--- src/rtl/pbfc_pkg.sv ---
// Package for the portal box frustum classifier.
// Holds shared result codes, widths and the stage payload types; no dependencies.
package pbfc_pkg;

  localparam int unsigned NormBits = 16;

  typedef enum logic [1:0] {
    ActFull    = 2'd0,
    ActReject  = 2'd1,
    ActProject = 2'd2
  } action_e;

  typedef enum logic [1:0] {
    CfgCamX       = 2'd0,
    CfgCamY       = 2'd1,
    CfgCamZ       = 2'd2,
    CfgPlaneCount = 2'd3
  } cfg_idx_e;

  localparam logic CmdLoad     = 1'b0;
  localparam logic CmdClassify = 1'b1;

  typedef struct packed {
    logic    decided;
    action_e action;
    logic    range_error;
  } verdict_t;

endpackage

--- src/rtl/pbfc_plane_dot.sv ---
// One plane test as a three-stage pipeline: corner select and products, partial sums, compare.
// Depends on pbfc_pkg for NormBits.
module pbfc_plane_dot #(
  parameter int unsigned COORD_BITS = 24
) (
  input  logic                                 clk_i,
  input  logic                                 rst_ni,
  input  logic                                 en_i,
  input  logic signed [COORD_BITS-1:0]         lo_i [3],
  input  logic signed [COORD_BITS-1:0]         hi_i [3],
  input  logic signed [pbfc_pkg::NormBits-1:0] normal_i [3],
  input  logic signed [COORD_BITS-1:0]         offset_i,
  output logic                                 reject_o
);
  localparam int unsigned ProdBits = COORD_BITS + pbfc_pkg::NormBits;
  localparam int unsigned SumBits  = ProdBits + 3;

  logic signed [ProdBits-1:0] prod_d [3];
  logic signed [ProdBits-1:0] prod_q [3];
  logic signed [ProdBits-1:0] offs_q;
  logic signed [SumBits-1:0]  sum_d, sum_q;
  logic                       reject_d, reject_q;

  always_comb begin
    for (int j = 0; j < 3; j++) begin
      prod_d[j] = ProdBits'((normal_i[j] > 0) ? lo_i[j] : hi_i[j]) * ProdBits'(normal_i[j]);
    end
    sum_d = SumBits'(prod_q[0]) + SumBits'(prod_q[1]) + SumBits'(prod_q[2])
          + SumBits'(offs_q);
    reject_d = (sum_q > 0);
  end

  always_ff @(posedge clk_i or negedge rst_ni) begin
    if (!rst_ni) begin
      reject_q <= 1'b0;
    end else if (en_i) begin
      prod_q   <= prod_d;
      offs_q   <= ProdBits'(offset_i) <<< pbfc_pkg::NormBits - 2;
      sum_q    <= sum_d;
      reject_q <= reject_d;
    end
  end

  assign reject_o = reject_q;
endmodule

--- config.mk ---
export PLATFORM = sky130hd
export DESIGN_NAME = pbfc_plane_dot
export DESIGN_NICKNAME = d
export VERILOG_FILES = /design/src/rtl/pbfc_pkg.sv /design/src/rtl/pbfc_plane_dot.sv
export SDC_FILE = /design/constraint.sdc
export NUM_CORES = 2
export LEC_CHECK = 0
export BUFFER_PORTS_ARGS = -buffer_cell sky130_fd_sc_hd__buf_2
export CORE_AREA = 2 2 236 412
export CTS_BUF_LIST = sky130_fd_sc_hd__clkbuf_2
export CTS_CLUSTER_SIZE = 12
export DETAILED_ROUTE_END_ITERATION = 8
export DIE_AREA = 0 0 238 414
export GPL_TIMING_DRIVEN = 0
export PLACE_DENSITY = 0.73
export SYNTH_ARGS = -nofsm -noshare
export SYNTH_HDL_FRONTEND = slang
export SYNTH_SLANG_ARGS = --single-unit
export TNS_END_PERCENT = 5
--- constraint.sdc ---
create_clock -name clk_i -period 4 [get_ports clk_i]
set_input_delay 0.4 -clock clk_i [delete_from_list [all_inputs] [get_ports clk_i]]
set_output_delay 0.4 -clock clk_i [all_outputs]
set_load 0.01 [all_outputs]
==> run_results.csv <==
group,metric,value,unit
outcome,outcome,"finished, violations left",
outcome,violations,"negative setup slack",
synth,synth_cell_types,81,
global_routing,grtUsageTotal,31.6,%
global_routing,overflow,0,
placement,routabilityCongestion,1.00,
worst_setup_path,reg2reg_depth,13,
detailed_routing,antenna_left,0,
sta,min_period,6990,ps
cells_and_area,final_layout_size_suffix_gt1_share,14.7,%
floorplanning,die_w,238,um
sta,tightest_slew,1010,ps
synth,yosys_warnings,0,
worst_setup_path,crit_start,"normal_i[43]",
floorplanning,core,95300,um^2
detailed_routing,wl_met3,6.75,mm
sta,setup_viol,104,
worst_setup_path,worstSetupEndpointType,"register",
cells_and_area,final_cells,7016,
synth,seq_area_frac_synth,10.9,%
sta,whs,152,ps
global_routing,grt_pass1_vias,43500,
floorplanning,die_h,414,um
detailed_routing,wl_met1,47.6,mm
cells_and_area,syn_to_final_growth,14.8,%
sta,fin_skew,52.6,ps
detailed_routing,routed_via_density,5.52,
synth,synth_flop_cell,"edfxtp_1",
global_routing,grt_pass1_wl,234,mm
floorplanning,initial_utilization,54.4,%
floorplanning,ios,220,
synth,synthArstFlopShare,0.532,%
cts,cts_tree,"done",
cts,cts_sinks,188,
floorplanning,core.rowCount,150,
global_routing,antenna_found_initial,6,
sta,clock.fmax,143,MHz
worst_setup_path,path_max_fanout,8,
synth,syn_nets,7158,
flow_run,cap_violations,0,
placement,placed_cells,6833,
worst_setup_path,cp.arrival,7620,ps
worst_setup_path,crit_path_end,"prod_q[118]",
cells_and_area,fillers,7893,
worst_hold_path,hold_class,"in2reg",
placement,dp_slack,-5130,ps
synth,syn_inst,5402,
cts,h-tree-depth,4,
placement,dp_hpwl,127,mm
sta,setup_ws,-2990,ps
synth,synth_area,51900,um^2
sta,rsz0062_at_grt,"yes",
synth,synth_edf_count,187,
worst_setup_path,rr_startpoint,"prod_q[50]",
sta,final-hold-violation-count,0,
worst_setup_path,r2r-end,"sum_q[41]",
detailed_routing,wire_per_inst,21.3,um
cts,cts-root-buf,"clkbuf_2",
detailed_routing,vias,38700,
detailed_routing,wl_met2,79.6,mm
cts,cts_inserted_buffers,17,
synth,syn_avg_cell_area,9.61,um^2
cts,clock_latency,880,ps
worst_setup_path,path_class,"in2reg",
cells_and_area,fin_nets,7540,
detailed_routing,top_layer,"met5",
global_routing,grt_max_degree,77,
detailed_routing,drc,0,
detailed_routing,first_pass_iters,8,
cts,clk_path_buf_depth,2,
cts,path_clk_slew,300,ps
detailed_routing,wl,150,mm
cells_and_area,final_common_cell,"inv_1",
sta,slew_violations,0,
detailed_routing,first_iter_violations,1947,
sta,fin_crit_sh,175,%
synth,ys_seq_elements,188,
worst_setup_path,crit_path_start_kind,"primary input",
placement,port_buffers,213,
worst_setup_path,critPathRequiredTime,4630,ps
floorplanning,die-area,98500,um^2
sta,max_slew_margin,32.9,%
cells_and_area,final_cell_mix,"inv_1, fa_1, nand2_1",
worst_setup_path,rrSetupSlack,-70,ps
what timing repair did:
action                                  in CTS  in global routing
resized for setup                          389                181
endpoints found under the setup margin     121                118
gates cloned                                 4                  1
pin swaps                                  105                 98
setup buffers                               65                 46
hold buffers                                32                  1
endpoints found under the hold margin       29                  1
Yosys cell counts, types with 33 or more instances:
master | n | area share, %
nor2_1 | 146 | 1.1
inv_1 | 1329 | 9.6
nor2b_1 | 54 | 0.65
a21oi_1 | 124 | 1.2
nand2_1 | 690 | 5.0
xnor2_1 | 118 | 2.0
ha_1 | 347 | 8.4
clkbuf_1 | 191 | 1.4
edfxtp_1 | 187 | 11
xor2_1 | 33 | 0.56
fa_1 | 1190 | 46
mux2_2 | 70 | 1.5
a21o_1 | 71 | 1.0
o21ai_0 | 70 | 0.68
nand2b_1 | 38 | 0.46
and2_1 | 419 | 5.1
routing by layer:
metal / vias up / GRT usage (%)
met4: 4 / 26.0
met2: 1385 / 58.1
li1: 16900 / -
met5: - / 0
met1: 19800 / 31.6
met3: 654 / 3.86
sequential cells by signal, indices dropped and copies added (netlist names):
name and count:
offs_q 24, sum_q 43, reject_o 1, prod_q 120
worst min path at each step:
stage / slack, ps / endpoint / cells after the start / from
floorplan: 100 / reject_o / 0 / rst_ni
global placement: 200 / reject_o / 1 / rst_ni
detailed placement: 200 / reject_o / 1 / rst_ni
CTS: 30 / prod_q[81] / 3 / normal_i[33]
global route: 50 / prod_q[2] / 4 / normal_i[0]
finish: 150 / prod_q[2] / 4 / normal_i[0]
area by class of cell:
type / count / area [um^2] / area share, %
multi-input combinational: 3682 / 42600 / 71.4
sequential: 188 / 5640 / 9.47
inverter: 1329 / 4990 / 8.37
timing repair buffer: 364 / 2780 / 4.67
buffer: 202 / 1800 / 3.02
tap: 1216 / 1520 / 2.55
clock inverter: 15 / 189 / 0.317
clock buffer: 17 / 85.1 / 0.143
antenna: 3 / 7.51 / 0.0126
cell families after synthesis:
group,Yosys count,synth area share [%]
buffers and inverters,1532,11.2
adder cells (fa/ha/maj),1537,54.3
AO/OA/AOI/OAI,439,5.79
XOR/XNOR,151,2.55
multiplexers,79,1.69
flip-flops,188,10.9
AND/OR/NAND/NOR,1476,13.7
through the flow:
stage | TNS [ps] | area (um^2) | util, %
2_1_floorplan | -466260 | 52900 | -
3_3_place_gp | -949180 | 55500 | 58.2
3_5_place_dp | -415460 | 55500 | 58.2
4_1_cts | -195870 | 58600 | 61.4
5_1_grt | -218670 | 59600 | 62.5
6_report | -210020 | 59600 | 62.5
critical path, stage by stage:
cell	delay, ps
buf_16	120
nor4_4	310
a41oi_4	160
buf_12	180
buf_8	130
mux2_4	390
clkbuf_16	200
and2_4	160
fa_1	510
inv_2	40
fa_2	540
fa_1	420
fa_1	580
inv_2	50
fa_1	550
fa_1	460
ha_4	320
buf_6	100
buf_6	90
a21oi_4	50
o211ai_1	190
and4_4	320
o211ai_1	110
buf_4	180
a31oi_4	210
o21ai_4	120
o21a_4	240
o211ai_1	460
Power is not shown: default switching activity piles up to over one toggle a cycle in this logic, so the estimate is an artifact.
