--- config.mk ---
export PLATFORM = sky130hd
export DESIGN_NAME = pbfc_box_check
export DESIGN_NICKNAME = d
export VERILOG_FILES = /design/src/rtl/pbfc_pkg.sv /design/src/rtl/pbfc_box_check.sv
export SDC_FILE = /design/constraint.sdc
export NUM_CORES = 1
export LEC_CHECK = 0
export BUFFER_PORTS_ARGS = -buffer_cell sky130_fd_sc_hd__buf_2
export CORE_ASPECT_RATIO = 1.75
export CORE_MARGIN = 2
export CORE_UTILIZATION = 35
export DETAILED_ROUTE_END_ITERATION = 7
export GPL_TIMING_DRIVEN = 0
export PLACE_DENSITY = 0.67
export SYNTH_ARGS = -nofsm -noshare
export SYNTH_HDL_FRONTEND = slang
export SYNTH_SLANG_ARGS = --single-unit
--- constraint.sdc ---
create_clock -name vclk -period 7.5
set_clock_uncertainty 0.2 [all_clocks]
set_input_delay 0.375 -clock vclk [all_inputs]
set_output_delay 0.375 -clock vclk [all_outputs]
set_load 0.005 [all_outputs]
--- src/rtl/pbfc_pkg.sv ---
// Package for the portal box frustum classifier.
// Holds shared result codes, widths and the stage payload types; no dependencies.
package pbfc_pkg;

  localparam int unsigned NormBits = 16;

  typedef enum logic [1:0] {
    ActFull    = 2'd0,
    ActReject  = 2'd1,
    ActProject = 2'd2
  } action_e;

  typedef enum logic [1:0] {
    CfgCamX       = 2'd0,
    CfgCamY       = 2'd1,
    CfgCamZ       = 2'd2,
    CfgPlaneCount = 2'd3
  } cfg_idx_e;

  localparam logic CmdLoad     = 1'b0;
  localparam logic CmdClassify = 1'b1;

  typedef struct packed {
    logic    decided;
    action_e action;
    logic    range_error;
  } verdict_t;

endpackage

--- src/rtl/pbfc_box_check.sv ---
// Stage-one box checks: inverted range and camera inside the grown box.
// Depends on pbfc_pkg for the verdict type and action codes.
module pbfc_box_check #(
  parameter int unsigned COORD_BITS = 24
) (
  input  logic signed [COORD_BITS-1:0] lo_i [3],
  input  logic signed [COORD_BITS-1:0] hi_i [3],
  input  logic signed [COORD_BITS-1:0] cam_i [3],
  output pbfc_pkg::verdict_t           verdict_o
);
  logic inv, cam_in;

  always_comb begin
    inv    = 1'b0;
    cam_in = 1'b1;
    for (int j = 0; j < 3; j++) begin
      if (lo_i[j] > hi_i[j]) inv = 1'b1;
      if ((COORD_BITS+1)'(cam_i[j]) < (COORD_BITS+1)'(lo_i[j]) - (COORD_BITS+1)'(256) ||
          (COORD_BITS+1)'(cam_i[j]) > (COORD_BITS+1)'(hi_i[j]) + (COORD_BITS+1)'(256))
        cam_in = 1'b0;
    end
    verdict_o.decided     = inv | cam_in;
    verdict_o.action      = pbfc_pkg::ActFull;
    verdict_o.range_error = inv;
  end
endmodule

==> results_tabular.tex <==
\begin{tabular}{lr}
\hline
Metric & Value \\
\hline
\multicolumn{2}{l}{\textbf{Yosys}} \\
\quad Top cells by area, synth & sky130\_fd\_sc\_hd\_\_ha\_1 43\%, sky130\_fd\_sc\_hd\_\_xnor2\_1 9.9\%, sky130\_fd\_sc\_hd\_\_inv\_1 6.3\% \\
\quad Warning count from the yosys run & 0 \\
\quad Synth Cell Area & roughly 6600 um\^{}2 \\
\quad Most frequent cell after synthesis & sky130\_fd\_sc\_hd\_\_ha\_1 \\
\quad Avg Synthesized Cell Area & between 7 and 8 um\^{}2 \\
\quad Post-synth top area cell & sky130\_fd\_sc\_hd\_\_ha\_1 \\
\quad Gate Count Post-Synth & between 800 and 900 \\
\quad Library cells used by synthesis & just under 50 \\
\quad Most frequent cells after synthesis & 225 x sky130\_fd\_sc\_hd\_\_ha\_1, 110 x sky130\_fd\_sc\_hd\_\_inv\_1, 74 x sky130\_fd\_sc\_hd\_\_a21oi\_1, 74 x sky130\_fd\_sc\_hd\_\_xnor2\_1, 52 x sky130\_fd\_sc\_hd\_\_nor2\_1 \\
\quad Fraction of the yosys area taken by sequential cells & 0\% \\
\quad Yosys top cell area share & between 40\% and 50\% \\
\multicolumn{2}{l}{\textbf{Drt}} \\
\quad Pre-antenna DRT Iters & 4 \\
\quad Total routed wirelength & 20500 um \\
\quad Initial detailed-routing violation count & 204 \\
\quad Total via count in the routed design & 7148 \\
\quad Post-detailed-route wirelength per cell & between 15 and 20 um \\
\quad Antenna Violating Nets Remaining & 0 \\
\quad Number of DRC violations after detailed routing & 0 \\
\quad Via density per instance & 5.35 \\
\multicolumn{2}{l}{\textbf{Cells and area}} \\
\quad Layout-stage area growth over the synthesis result & 21.4\% \\
\quad Combined flip-flop and latch cell area & 0 um\^{}2 \\
\quad Number of clock buffers in the layout & 0 \\
\quad Seq cells & 0 \\
\quad Post-Route Utilization & approximately 43\% \\
\quad Ratio of cells with drive above 1 in the final layout & 20.7\% \\
\quad \# nets final & approximately 1500 \\
\multicolumn{2}{l}{\textbf{Critical path}} \\
\quad Data required time of the worst path & 6.92 ns \\
\quad CP cell instances & buf\_2, nor4\_1, nand2\_1, nor3\_1, nand2\_1, xor2\_1, ha\_1, nand4\_1, o41ai\_1, a21oi\_1, o31ai\_2, buf\_2 \\
\quad Highest-delay cell along the critical path & sky130\_fd\_sc\_hd\_\_o41ai\_1 \\
\quad Critical path capture point type & primary output \\
\quad CP arrival & about 3.8 ns \\
\quad Critical path's largest stage delay & just over 0.8 ns \\
\quad CP startpoint kind & input port \\
\quad Critical path class & in2out \\
\quad Family of cells with the greatest summed delay on the critical path & compound AO/OA/AOI/OAI gates \\
\quad CP Buf/Inv Count & 2 \\
\quad Maximum fanout along the worst path & 3 \\
\multicolumn{2}{l}{\textbf{STA}} \\
\quad Max-slew headroom & about 43\% \\
\quad Number of setup violations in the final report & 0 \\
\quad Total negative slack for setup checks & 0 ns \\
\quad Actual slew at the worst max-slew pin & $\sim$0.84 ns \\
\quad Count of final hold-check violations & 0 \\
\quad Setup repair after global routing missed its margin & false \\
\quad WHS & between 1 and 1.5 ns \\
\quad Final worst path period need & 4.41 ns \\
\quad Final worst-path cycle share & between 50 and 60\% \\
\quad Peak Freq & $\sim$230 MHz \\
\quad Final worst slack & a little over 3 ns \\
\quad Pins Over Slew Limit & 0 \\
\multicolumn{2}{l}{\textbf{Clocking}} \\
\quad Post-cts gate resize count & 0 \\
\quad CTS hold repair buffers & 0 \\
\quad Number of buffers inserted to repair setup after CTS & 0 \\
\multicolumn{2}{l}{\textbf{Place}} \\
\quad DP Wirelength & 19200 um \\
\quad Routability-driven placement congestion ratio & 0.960 \\
\quad Count of buffers inserted at the top-level ports & roughly 220 \\
\quad Pre-CTS worst setup slack & between 3 and 4 ns \\
\multicolumn{2}{l}{\textbf{Power}} \\
\quad Cell leakage power & between 4 and 5 nW \\
\quad Pwr per Cell Area & a little over 50 nW/um\^{}2 \\
\quad Maximum resistive drop on vdd & between 0.02 and 0.025 mV \\
\multicolumn{2}{l}{\textbf{Global routing}} \\
\quad Congestion Overflow GR & 0 \\
\quad Global-route wire length before repair & 31700 um \\
\quad Pin count of the biggest net entering global routing & 7 \\
\quad Number of antenna violations at the first check in global routing & 1 \\
\quad Gr usage total & about a fifth \\
\quad Vias in the first global route & just over 7000 \\
\multicolumn{2}{l}{\textbf{Floorplanning}} \\
\quad Row count & 66 \\
\quad Height of the chip & roughly 190 um \\
\quad Io pins & 220 \\
\quad Core Area & 18500 um\^{}2 \\
\quad Initial Utilization & a little over a third \\
\quad Width of the die & 107 um \\
\quad Die area & 19900 um\^{}2 \\
\multicolumn{2}{l}{\textbf{Status}} \\
\quad Run status & finished clean \\
\multicolumn{2}{l}{\textbf{Flow run}} \\
\quad Number of maximum-capacitance violations & 0 \\
\multicolumn{2}{l}{\textbf{Min path}} \\
\quad Min-Delay Path Class & in2out \\
\hline
\end{tabular}
[routing by layer]
metal | global-route usage, % | vias up | wire length [um]
li1 | - | 3689 | -
met1 | 18.8 | 3189 | 7270
met2 | 40.9 | 220 | 11100
met3 | 1.94 | 50 | 1100
met4 | 8.67 | 0 | 1050
met5 | 0 | - | 0
[layout by cell type (no fill, tap or decap), drive strengths merged, types with 3 or more instances in the layout]
cell	instances
xnor2	74
inv	110
nor4	20
o2111ai	4
buf	221
ha	225
nand2b	5
nand2	49
a2111oi	3
or4	5
a21oi	74
diode	3
nor3b	6
o211ai	3
nor2b	7
nor2	52
a211oi	14
nor3	24
nand3	41
and3	4
xor2	11
and4	8
a221oi	5
o31ai	4
a21o	24
a221o	3
nand4	43
o21ai	32
[where the power goes]
part | switching [mW] | total (mW) | internal, mW
logic | 0.224 | 0.411 | 0.187
clock network | 0 | 0.0000000535 | 0.0000000535
registers | 0 | 0 | 0
total | 0.224 | 0.411 | 0.187
[path summary, 6_finish.rpt]
path,from,end,depth (start not counted)
min,cam_i[47],verdict_o[3],7
max,lo_i[61],verdict_o[3],12
[area by class of cell]
| cell class | count | area [um^2] |
|---|---|---|
| antenna | 3 | 7.51 |
| buffer | 3 | 22.5 |
| fill | 1978 | 10500 |
| inverter | 110 | 413 |
| multi-input combinational | 765 | 6120 |
| tap | 238 | 298 |
| timing repair buffer | 218 | 1090 |
[worst min-delay path: stages]
cell and delay (ns):
sky130_fd_sc_hd__buf_2 0.13, sky130_fd_sc_hd__ha_1 0.15, sky130_fd_sc_hd__a211oi_1 0.05, sky130_fd_sc_hd__a31oi_1 0.11
sky130_fd_sc_hd__or4b_1 0.14, sky130_fd_sc_hd__o31ai_2 0.06, sky130_fd_sc_hd__buf_2 0.13
[kinds of logic after synthesis]
group	after synthesis	share of synthesized area [%]
and+or+nand+nor	272	21.5
adders and majority gates	225	42.9
AOI/OAI and AO/OA	177	16.8
buffers and inverters	113	6.64
xor gates and xnor gates	85	11.4
muxes	4	0.649
other	1	0.0572
[per-stage QoR]
stage / area [um^2] / std cells / power [mW]
after floorplan: 6560 / 878 / 0.245
after global placement: 7950 / 1334 / 0.402
after detailed placement: 7950 / 1334 / 0.410
after CTS: 7950 / 1334 / 0.414
after global routing: 7950 / 1335 / 0.470
final: 7960 / 1337 / 0.411
Power figures use the tool's default switching activity.
